$ cat src/rtl/core/alm_pkg.sv
// Shared types and codes for the array linked list manager.
// Holds request codes, status codes, the controller state type and the cell operation type.
// No dependencies.
`timescale 1ns / 1ps

package alm_pkg;

    localparam int DATA_W   = 32;
    localparam int KIND_W   = 2;
    localparam int PLACE_W  = 2;
    localparam int POS_W    = 5;
    localparam int STATUS_W = 3;
    localparam int COUNT_W  = 5;
    localparam int OUT_MAX  = 16;

    localparam logic [KIND_W-1:0] KIND_INSERT = 2'd0;
    localparam logic [KIND_W-1:0] KIND_DELETE = 2'd1;
    localparam logic [KIND_W-1:0] KIND_READ   = 2'd2;

    localparam logic [PLACE_W-1:0] PLACE_HEAD = 2'd0;
    localparam logic [PLACE_W-1:0] PLACE_POS  = 2'd1;
    localparam logic [PLACE_W-1:0] PLACE_TAIL = 2'd2;

    localparam logic [STATUS_W-1:0] STAT_OK        = 3'd0;
    localparam logic [STATUS_W-1:0] STAT_OVERFLOW  = 3'd1;
    localparam logic [STATUS_W-1:0] STAT_UNDERFLOW = 3'd2;
    localparam logic [STATUS_W-1:0] STAT_BADPOS    = 3'd3;
    localparam logic [STATUS_W-1:0] STAT_EMPTY     = 3'd4;

    typedef enum logic [2:0] {
        ST_IDLE,
        ST_INS,
        ST_ROT,
        ST_CMP,
        ST_RESP
    } state_t;

    typedef enum logic [1:0] {
        CELL_HOLD,
        CELL_INSERT,
        CELL_ROTATE,
        CELL_COMPACT
    } cell_op_t;

endpackage

$ cat src/rtl/core/array_linked_list_manager_core.sv
// Top level of the array linked list manager: a chain of element cells in list order.
// Depends on alm_pkg, alm_cell and alm_ctrl.
`timescale 1ns / 1ps

// Usage
// A request item enters on the s_ channel; its results leave on the m_ channel, the last
// result of each request marked by m_tlast. Insert and error requests give one result;
// delete gives one result carrying the removed element; read-out gives one result per
// element in list order, up to sixteen, or one list-empty result.
// The elements sit in a row of NODES cells in list order. Insert shifts the cells behind
// the insertion point one place back. Delete and read-out rotate the whole row once through
// cell 0, one cell per cycle unless a read-out waits on the receiver, and delete then closes
// the gap. A new request is taken once the previous one has left the sequencer; for delete
// and read-out the rotation of the cell row holds the next request back.
// A result register separates the two sides. When the receiver stalls, the rotation of a
// read-out pauses until the waiting element is taken; other requests wait for the slot.
// After reset the list is empty and the count is zero.

module array_linked_list_manager_core #(
    parameter int NODES = 16
) (
    input  logic        aclk,
    input  logic        aresetn,
    input  logic        s_tvalid,
    output logic        s_tready,
    input  logic [39:0] s_tdata,  // position [4:0], value [36:5], zero [39:37]
    input  logic [3:0]  s_tuser,  // kind [1:0], place [3:2]
    output logic        m_tvalid,
    input  logic        m_tready,
    output logic [39:0] m_tdata,  // data [31:0], count [36:32], zero [39:37]
    output logic [2:0]  m_tuser,  // status [2:0]
    output logic        m_tlast
);

    localparam int CW = $clog2(NODES + 1);

    logic [alm_pkg::DATA_W-1:0]   cell_val [NODES];
    alm_pkg::cell_op_t            cell_op;
    logic [CW-1:0]                cell_target;
    logic [alm_pkg::DATA_W-1:0]   cell_new;
    logic [alm_pkg::DATA_W-1:0]   m_data;
    logic [alm_pkg::COUNT_W-1:0]  m_count;

    alm_ctrl #(
        .NODES (NODES),
        .CW    (CW)
    ) u_ctrl (
        .aclk        (aclk),
        .aresetn     (aresetn),
        .s_tvalid    (s_tvalid),
        .s_tready    (s_tready),
        .kind        (s_tuser[1:0]),
        .place       (s_tuser[3:2]),
        .position    (s_tdata[4:0]),
        .value       (s_tdata[36:5]),
        .m_tvalid    (m_tvalid),
        .m_tready    (m_tready),
        .m_status    (m_tuser),
        .m_data      (m_data),
        .m_count     (m_count),
        .m_last      (m_tlast),
        .cell_op     (cell_op),
        .cell_target (cell_target),
        .cell_new    (cell_new),
        .head_val    (cell_val[0])
    );

    for (genvar i = 0; i < NODES; i++) begin : g_cell
        logic [alm_pkg::DATA_W-1:0] left_val;
        if (i == 0) begin : g_first
            assign left_val = cell_new;
        end else begin : g_rest
            assign left_val = cell_val[i-1];
        end
        alm_cell #(
            .IDX (i),
            .CW  (CW)
        ) u_cell (
            .aclk      (aclk),
            .op        (cell_op),
            .target    (cell_target),
            .left_val  (left_val),
            .right_val (cell_val[(i + 1) % NODES]),
            .new_val   (cell_new),
            .val       (cell_val[i])
        );
    end

    assign m_tdata = {3'b000, m_count, m_data};

endmodule

$ cat src/rtl/core/alm_cell.sv
// One storage cell of the list chain: holds the element at its place in list order.
// Depends on alm_pkg for the cell operation type.
`timescale 1ns / 1ps

module alm_cell #(
    parameter int IDX = 0,
    parameter int CW  = 5
) (
    input  logic                     aclk,
    input  alm_pkg::cell_op_t        op,
    input  logic [CW-1:0]            target,
    input  logic [alm_pkg::DATA_W-1:0] left_val,
    input  logic [alm_pkg::DATA_W-1:0] right_val,
    input  logic [alm_pkg::DATA_W-1:0] new_val,
    output logic [alm_pkg::DATA_W-1:0] val
);

    localparam logic [CW-1:0] MY_IDX = CW'(IDX);

    logic [alm_pkg::DATA_W-1:0] val_reg;

    always_ff @(posedge aclk) begin
        case (op)
            alm_pkg::CELL_INSERT: begin
                // Cells behind the insertion point move one place back.
                if (MY_IDX > target) begin
                    val_reg <= left_val;
                end else if (MY_IDX == target) begin
                    val_reg <= new_val;
                end
            end
            alm_pkg::CELL_ROTATE: begin
                val_reg <= right_val;
            end
            alm_pkg::CELL_COMPACT: begin
                if (MY_IDX >= target) begin
                    val_reg <= right_val;
                end
            end
            default: begin
                val_reg <= val_reg;
            end
        endcase
    end

    assign val = val_reg;

endmodule

$ cat src/rtl/core/alm_ctrl.sv
// Request decoder, sequencer and result register of the array linked list manager.
// Depends on alm_pkg; drives the operation of the cell chain and watches cell 0.
`timescale 1ns / 1ps

module alm_ctrl #(
    parameter int NODES = 16,
    parameter int CW    = 5
) (
    input  logic                          aclk,
    input  logic                          aresetn,
    input  logic                          s_tvalid,
    output logic                          s_tready,
    input  logic [alm_pkg::KIND_W-1:0]    kind,
    input  logic [alm_pkg::PLACE_W-1:0]   place,
    input  logic [alm_pkg::POS_W-1:0]     position,
    input  logic [alm_pkg::DATA_W-1:0]    value,
    output logic                          m_tvalid,
    input  logic                          m_tready,
    output logic [alm_pkg::STATUS_W-1:0]  m_status,
    output logic [alm_pkg::DATA_W-1:0]    m_data,
    output logic [alm_pkg::COUNT_W-1:0]   m_count,
    output logic                          m_last,
    output alm_pkg::cell_op_t             cell_op,
    output logic [CW-1:0]                 cell_target,
    output logic [alm_pkg::DATA_W-1:0]    cell_new,
    input  logic [alm_pkg::DATA_W-1:0]    head_val
);

    localparam int CMP_W = ((CW > alm_pkg::POS_W) ? CW : alm_pkg::POS_W) + 1;
    localparam logic [CW-1:0]    STEP_END = CW'(NODES - 1);
    localparam logic [CMP_W-1:0] FULL_CNT = CMP_W'(NODES);
    localparam logic [CMP_W-1:0] OUT_CNT  = CMP_W'(alm_pkg::OUT_MAX);

    alm_pkg::state_t state_reg, state_next;
    logic [CW-1:0]                  count_reg, count_next;
    logic [CW-1:0]                  step_reg, step_next;
    logic [CW-1:0]                  target_reg, target_next;
    logic [CW-1:0]                  last_step_reg, last_step_next;
    logic [alm_pkg::KIND_W-1:0]     kind_reg, kind_next;
    logic [alm_pkg::STATUS_W-1:0]   status_reg, status_next;
    logic [alm_pkg::DATA_W-1:0]     data_reg, data_next;
    logic [alm_pkg::DATA_W-1:0]     value_reg, value_next;

    logic                           m_tvalid_reg, m_tvalid_next;
    logic [alm_pkg::STATUS_W-1:0]   m_status_reg, m_status_next;
    logic [alm_pkg::DATA_W-1:0]     m_data_reg, m_data_next;
    logic [alm_pkg::COUNT_W-1:0]    m_count_reg, m_count_next;
    logic                           m_last_reg, m_last_next;

    alm_pkg::state_t                dec_state;
    logic [alm_pkg::STATUS_W-1:0]   dec_status;
    logic [CW-1:0]                  dec_target;
    logic [CW-1:0]                  dec_last_step;
    logic [CMP_W-1:0]               pos_w;
    logic [CMP_W-1:0]               cnt_w;

    logic accept;
    logic out_free;
    logic need_out;
    logic advance;
    logic load_out;

    assign accept   = (state_reg == alm_pkg::ST_IDLE) && s_tvalid;
    assign out_free = !m_tvalid_reg || m_tready;
    // During a read-out the chain only moves while an element is not waiting for the output.
    assign need_out = (kind_reg == alm_pkg::KIND_READ) && (step_reg <= last_step_reg);
    assign advance  = !need_out || out_free;

    assign pos_w = CMP_W'(position);
    assign cnt_w = CMP_W'(count_reg);

    // Request checks against the current count.
    always_comb begin
        dec_state     = alm_pkg::ST_RESP;
        dec_status    = alm_pkg::STAT_OK;
        dec_target    = '0;
        dec_last_step = '0;
        case (place)
            alm_pkg::PLACE_HEAD: dec_target = '0;
            alm_pkg::PLACE_POS:  dec_target = CW'(pos_w - CMP_W'(1));
            default: begin
                if (kind == alm_pkg::KIND_INSERT) begin
                    dec_target = count_reg;
                end else begin
                    dec_target = count_reg - CW'(1);
                end
            end
        endcase
        case (kind)
            alm_pkg::KIND_INSERT: begin
                if (cnt_w == FULL_CNT) begin
                    dec_status = alm_pkg::STAT_OVERFLOW;
                end else if (place != alm_pkg::PLACE_HEAD && place != alm_pkg::PLACE_POS
                             && place != alm_pkg::PLACE_TAIL) begin
                    dec_status = alm_pkg::STAT_BADPOS;
                end else if (place == alm_pkg::PLACE_POS
                             && (pos_w == '0 || pos_w > cnt_w + CMP_W'(1))) begin
                    dec_status = alm_pkg::STAT_BADPOS;
                end else begin
                    dec_state = alm_pkg::ST_INS;
                end
            end
            alm_pkg::KIND_DELETE: begin
                if (cnt_w == '0) begin
                    dec_status = alm_pkg::STAT_UNDERFLOW;
                end else if (place != alm_pkg::PLACE_HEAD && place != alm_pkg::PLACE_POS
                             && place != alm_pkg::PLACE_TAIL) begin
                    dec_status = alm_pkg::STAT_BADPOS;
                end else if (place == alm_pkg::PLACE_POS
                             && (pos_w == '0 || pos_w > cnt_w)) begin
                    dec_status = alm_pkg::STAT_BADPOS;
                end else begin
                    dec_state = alm_pkg::ST_ROT;
                end
            end
            alm_pkg::KIND_READ: begin
                if (cnt_w == '0) begin
                    dec_status = alm_pkg::STAT_EMPTY;
                end else begin
                    dec_state = alm_pkg::ST_ROT;
                end
            end
            default: begin
                dec_status = alm_pkg::STAT_BADPOS;
            end
        endcase
        // At most OUT_MAX elements are read out.
        if (cnt_w >= OUT_CNT) begin
            dec_last_step = CW'(alm_pkg::OUT_MAX - 1);
        end else begin
            dec_last_step = count_reg - CW'(1);
        end
    end

    // Next state.
    always_comb begin
        state_next = state_reg;
        case (state_reg)
            alm_pkg::ST_IDLE: begin
                if (accept) begin
                    state_next = dec_state;
                end
            end
            alm_pkg::ST_INS: begin
                state_next = alm_pkg::ST_RESP;
            end
            alm_pkg::ST_ROT: begin
                if (advance && step_reg == STEP_END) begin
                    if (kind_reg == alm_pkg::KIND_DELETE) begin
                        state_next = alm_pkg::ST_CMP;
                    end else begin
                        state_next = alm_pkg::ST_IDLE;
                    end
                end
            end
            alm_pkg::ST_CMP: begin
                state_next = alm_pkg::ST_RESP;
            end
            alm_pkg::ST_RESP: begin
                if (out_free) begin
                    state_next = alm_pkg::ST_IDLE;
                end
            end
            default: begin
                state_next = alm_pkg::ST_IDLE;
            end
        endcase
    end

    // Outputs and datapath.
    always_comb begin
        count_next     = count_reg;
        step_next      = step_reg;
        target_next    = target_reg;
        last_step_next = last_step_reg;
        kind_next      = kind_reg;
        status_next    = status_reg;
        data_next      = data_reg;
        value_next     = value_reg;
        cell_op        = alm_pkg::CELL_HOLD;
        load_out       = 1'b0;
        m_status_next  = m_status_reg;
        m_data_next    = m_data_reg;
        m_count_next   = m_count_reg;
        m_last_next    = m_last_reg;
        case (state_reg)
            alm_pkg::ST_IDLE: begin
                if (accept) begin
                    kind_next      = kind;
                    status_next    = dec_status;
                    target_next    = dec_target;
                    last_step_next = dec_last_step;
                    value_next     = value;
                    data_next      = '0;
                    step_next      = '0;
                end
            end
            alm_pkg::ST_INS: begin
                cell_op    = alm_pkg::CELL_INSERT;
                count_next = count_reg + CW'(1);
            end
            alm_pkg::ST_ROT: begin
                if (advance) begin
                    // After step rotations, cell 0 holds the element at list index step.
                    cell_op   = alm_pkg::CELL_ROTATE;
                    step_next = step_reg + CW'(1);
                    if (kind_reg == alm_pkg::KIND_DELETE && step_reg == target_reg) begin
                        data_next = head_val;
                    end
                    if (need_out) begin
                        load_out      = 1'b1;
                        m_status_next = alm_pkg::STAT_OK;
                        m_data_next   = head_val;
                        m_count_next  = alm_pkg::COUNT_W'(count_reg);
                        m_last_next   = (step_reg == last_step_reg);
                    end
                end
            end
            alm_pkg::ST_CMP: begin
                cell_op    = alm_pkg::CELL_COMPACT;
                count_next = count_reg - CW'(1);
            end
            alm_pkg::ST_RESP: begin
                if (out_free) begin
                    load_out      = 1'b1;
                    m_status_next = status_reg;
                    m_data_next   = data_reg;
                    m_count_next  = alm_pkg::COUNT_W'(count_reg);
                    m_last_next   = 1'b1;
                end
            end
            default: begin
                cell_op = alm_pkg::CELL_HOLD;
            end
        endcase
        if (load_out) begin
            m_tvalid_next = 1'b1;
        end else if (m_tready) begin
            m_tvalid_next = 1'b0;
        end else begin
            m_tvalid_next = m_tvalid_reg;
        end
    end

    always_ff @(posedge aclk) begin
        if (!aresetn) begin
            state_reg    <= alm_pkg::ST_IDLE;
            count_reg    <= '0;
            m_tvalid_reg <= 1'b0;
        end else begin
            state_reg    <= state_next;
            count_reg    <= count_next;
            m_tvalid_reg <= m_tvalid_next;
        end
    end

    always_ff @(posedge aclk) begin
        step_reg      <= step_next;
        target_reg    <= target_next;
        last_step_reg <= last_step_next;
        kind_reg      <= kind_next;
        status_reg    <= status_next;
        data_reg      <= data_next;
        value_reg     <= value_next;
        m_status_reg  <= m_status_next;
        m_data_reg    <= m_data_next;
        m_count_reg   <= m_count_next;
        m_last_reg    <= m_last_next;
    end

    assign s_tready    = (state_reg == alm_pkg::ST_IDLE);
    assign m_tvalid    = m_tvalid_reg;
    assign m_status    = m_status_reg;
    assign m_data      = m_data_reg;
    assign m_count     = m_count_reg;
    assign m_last      = m_last_reg;
    assign cell_target = target_reg;
    assign cell_new    = value_reg;

    a_count_bound: assert property (@(posedge aclk) disable iff (!aresetn)
        CMP_W'(count_reg) <= FULL_CNT)
        else $error("element count exceeds the node store");

    a_insert_grows: assert property (@(posedge aclk) disable iff (!aresetn)
        (state_reg == alm_pkg::ST_INS) |=> (count_reg == $past(count_reg) + CW'(1)))
        else $error("insert did not add one element");

    a_compact_nonempty: assert property (@(posedge aclk) disable iff (!aresetn)
        (state_reg == alm_pkg::ST_CMP) |-> (count_reg != '0))
        else $error("compaction on an empty list");

    a_rot_emit_read: assert property (@(posedge aclk) disable iff (!aresetn)
        (state_reg == alm_pkg::ST_ROT && load_out) |-> (kind_reg == alm_pkg::KIND_READ))
        else $error("element emitted during a rotation that is not a read-out");

    a_accept_only_idle: assert property (@(posedge aclk) disable iff (!aresetn)
        (load_out && state_reg == alm_pkg::ST_RESP) |=> (state_reg == alm_pkg::ST_IDLE))
        else $error("single result not followed by return to idle");

endmodule
$ cat config.mk
export PLATFORM = sky130hd
export DESIGN_NAME = array_linked_list_manager_core
export DESIGN_NICKNAME = d
export VERILOG_FILES = /design/src/rtl/core/alm_pkg.sv /design/src/rtl/core/array_linked_list_manager_core.sv /design/src/rtl/core/alm_cell.sv /design/src/rtl/core/alm_ctrl.sv
export SDC_FILE = /design/constraint.sdc
export NUM_CORES = 1
export LEC_CHECK = 0
export BUFFER_PORTS_ARGS = -buffer_cell sky130_fd_sc_hd__buf_2
export CAP_MARGIN = 10
export CORE_ASPECT_RATIO = 1.2
export CORE_UTILIZATION = 45
export DETAILED_ROUTE_END_ITERATION = 10
export GPL_ROUTABILITY_DRIVEN = 0
export PLACE_DENSITY_LB_ADDON = 0.2
export SLEW_MARGIN = 20
export SYNTH_ARGS = -nofsm -noshare
export SYNTH_HDL_FRONTEND = slang
export SYNTH_SLANG_ARGS = --single-unit
export TNS_END_PERCENT = 10
$ cat constraint.sdc
create_clock -name aclk -period 4.7 [get_ports aclk]
set_input_delay 0.705 -clock aclk [delete_from_list [all_inputs] [get_ports aclk]]
set_output_delay 0.705 -clock aclk [all_outputs]
set_load 0.005 [all_outputs]
==> impl_metrics.py <==
metrics = {
    "run_status": {
        "status": "finished clean",
    },
    "logic_synthesis": {
        "synth_cells": 2680,
        "yosysTopAreaCellShare_pct": 60.0,
        "ys_seq_area_share_pct": 60.6,
        "synth_top_cell_by_area": "edfxtp_1",
        "synth_area_um2": 31900,
        "synth_ff_type": "edfxtp_1",
        "synth_area_leaders": "edfxtp_1 (60%), mux2i_1 (14%), a21oi_1 (7.3%)",
        "synth_cell_type_count": 62,
        "ys_ff_latch": 646,
        "synth-edff-count": 637,
        "synthArstFlopShare_pct": 0,
        "ys_warn_count": 0,
        "avgSynthCellArea_um2": 11.9,
    },
    "critical_path": {
        "cp.required_ns": 5.03,
        "arrival_ns": 3.89,
        "cp_top_family": "compound AO/OA/AOI/OAI gates",
        "critPathKind": "flip-flop to flip-flop",
        "start_kind": "flip-flop",
        "crit_path_max_incr_delay_ns": 0.61,
        "end_kind": "flip-flop",
        "slowest_stage": "o21ai_4",
        "cp_max_fo": 77,
        "worstPathBufferInverterCount": 2,
        "crit_chain": "ha_1 -> and4_1 -> a221o_1 -> a21o_2 -> o21ai_4 -> buf_12 -> buf_4 -> a21oi_1",
    },
    "grt": {
        "grt_use_total_pct": 23.0,
        "grt-ovfl-total": 0,
        "antenna_found_initial": 0,
        "grt_max_degree": 110,
        "grt_pass1_vias": 21261,
        "grt_pass1_wl_um": 126000,
    },
    "run": {
        "cap_violations": 0,
    },
    "place": {
        "dp_cells": 3535,
        "port_buffers": 87,
        "hpwl_um": 49600,
    },
    "power": {
        "ir_drop_mv": 0.320,
        "p_leak_nw": 12.9,
        "pwr_density_cell_nw_per_um2": 382,
    },
    "clocking": {
        "postCtsHoldBufs": 0,
        "cts.sinks": 646,
        "clockRootBuffer": "clkbuf_16",
        "postCtsResizedCells": 0,
        "worst_skew_pair.late_latency_ns": 0.62,
        "cts_buffers": 70,
        "path_clk_slew_ns": 0.06,
        "h-tree-depth": 3,
        "cts_tree": "yes",
        "cts_setup_buffers": 0,
        "clockBufferDepth": 3,
    },
    "min_path": {
        "hp-class": "primary input to flip-flop",
    },
    "layout": {
        "final_nets": 2760,
        "largest_reg_flops": 512,
        "synthToLayoutAreaGrowth_pct": 11.0,
        "drive_gt1_share_pct": 12.7,
        "stdcell_count": 3656,
        "diodes": 0,
    },
    "floorplanning": {
        "die_h_um": 294,
        "core-area_um2": 69900,
        "pin_count": 94,
        "initial_utilization_pct": 45.6,
        "die-area_um2": 71900,
        "die_w_um": 245,
        "rows": 106,
    },
    "timing": {
        "rsz0062_at_grt": "false",
        "slew_violations": 0,
        "fmax_mhz": 281,
        "setup_viol": 0,
        "hold_ws_ns": 0.269,
        "hold_viol_final": 0,
        "timing.final.crit_share_pct": 75.8,
        "clock_skew_ns": 0.0230,
        "tightest_slew_ns": 1.07,
        "min_period_ns": 3.56,
        "relSlewSlack_pct": 28.5,
        "tns_ns": 0,
    },
    "route": {
        "num_vias": 20823,
        "first_pass_iters": 6,
        "detail_route.vias_per_cell": 5.70,
        "drcViolationCount": 0,
        "routed_wl_um": 82200,
        "ant_nets": 0,
        "drt_iter0_markers": 1613,
        "wl_per_cell_um": 22.5,
    },
}
## path summary, 6_finish.rpt
kind	startpoint	endpoint	slack [ns]	cells past startpoint
min	s_tdata[14]	u_ctrl.cell_new[9]	0.27	1
max	u_ctrl.step_reg[2]	g_cell[14].u_cell.val[4]	1.14	8
min reg2reg	u_ctrl.status_reg[1]	u_ctrl.m_status[1]	0.52	1
max reg2reg	u_ctrl.step_reg[2]	g_cell[14].u_cell.val[4]	1.14	8
## worst register-to-register path: cells and delay by family (launching register included)
kind,cells,cell delay (ns)
fa+ha+maj,1,0.34
simple gates,1,0.24
flops,1,0.48
buf+inv,2,0.81
compound gates,4,1.42
## synth_stat cells (3+ instances only)
| library cell | instances |
|---|---|
| nor3_1 | 7 |
| nand3_1 | 8 |
| nand4_1 | 3 |
| ha_1 | 21 |
| mux2_2 | 64 |
| o21bai_1 | 3 |
| o21a_1 | 3 |
| o21ai_0 | 14 |
| a31oi_1 | 35 |
| clkbuf_1 | 69 |
| mux2i_1 | 449 |
| buf_4 | 31 |
| dfxtp_1 | 9 |
| a21o_1 | 4 |
| buf_2 | 115 |
| xor2_1 | 3 |
| a21oi_2 | 5 |
| a21oi_1 | 464 |
| nor2_1 | 519 |
| inv_1 | 17 |
| nand2b_1 | 5 |
| and2_1 | 39 |
| xnor2_1 | 17 |
| edfxtp_1 | 637 |
| nand2_1 | 89 |
| nor2b_1 | 6 |
| or3_1 | 3 |
## kinds of logic (layout without fill, tap and decap cells)
logic type | Yosys count | count (layout) | synth area share, %
other | 1 | 3 | 0.0118
multiplexers | 513 | 513 | 16.4
AND/OR/NAND/NOR | 697 | 697 | 8.95
AO/OA/AOI/OAI | 545 | 545 | 9.08
flip-flops | 646 | 646 | 60.6
XOR/XNOR | 20 | 20 | 0.550
adder cells (fa/ha/maj) | 21 | 21 | 0.824
buffers and inverters | 237 | 293 | 3.66
## cell type report
cell class	instances	area, µm²
Clock buffer	91	1890
Clock inverter	28	134
Fill cell	6096	34500
Inverter	18	67.6
Multi-Input combinational cell	1799	11700
Sequential cell	646	19300
Tap cell	918	1150
Timing Repair Buffer	156	1120
## report_power, final
part           switching (mW)  leakage (nW)  total [mW]  internal, mW
Combinational           0.898          5.98        1.58         0.679
Clock                    2.23         0.993        5.06          2.83
Sequential              0.205          5.89        6.88          6.67
Total                    3.33          12.9        13.5          10.2
## metrics by stage
step	power, mW	area [µm²]	worst slack (ns)	util, %
after floorplan	8.04	31900	0.571	-
after global placement	8.52	33300	1.22	47.6
after detailed placement	8.57	33300	1.18	47.6
after CTS	13.6	35300	1.16	50.5
after global routing	14.0	35400	0.982	50.6
final	13.5	35400	1.14	50.6
## layer usage
layer  wire length, µm  up-vias  part of all wire, %  GRT usage (%)
met5                 0        -                    0              0
met4              2710        0                  3.3           8.70
met3              3680      123                  4.5           2.90
met2             41300      461                   50           40.0
met1             34500    10453                   42           29.2
li1                  -     9786                    -              -
## placed cells by master (no fill, tap or decap), types with 3 or more instances in the layout
| master | netlist | final |
|---|---|---|
| a21oi_1 | 464 | 457 |
| and2_1 | 39 | 38 |
| clkinv_1 | 0 | 17 |
| or3_1 | 3 | 3 |
| ha_1 | 21 | 21 |
| a21o_1 | 4 | 4 |
| nor2_1 | 519 | 505 |
| a21oi_4 | 0 | 12 |
| conb_1 | 1 | 3 |
| o21ai_0 | 14 | 13 |
| clkbuf_16 | 0 | 73 |
| nor2b_1 | 6 | 6 |
| nand3_1 | 8 | 8 |
| nor3_1 | 7 | 7 |
| nand2b_1 | 5 | 4 |
| buf_12 | 0 | 12 |
| clkbuf_1 | 69 | 18 |
| clkinv_2 | 0 | 7 |
| nand2_1 | 89 | 89 |
| mux2i_1 | 449 | 449 |
| a31oi_1 | 35 | 34 |
| xnor2_1 | 17 | 17 |
| xor2_1 | 3 | 3 |
| o21a_1 | 3 | 3 |
| buf_2 | 115 | 87 |
| inv_1 | 17 | 16 |
| buf_4 | 31 | 56 |
| mux2_2 | 64 | 64 |
| dfxtp_1 | 9 | 9 |
| inv_6 | 0 | 4 |
| nand4_1 | 3 | 3 |
| nor2_4 | 1 | 15 |
| edfxtp_1 | 637 | 637 |
Note: power is estimated with default switching activity, not from simulation.
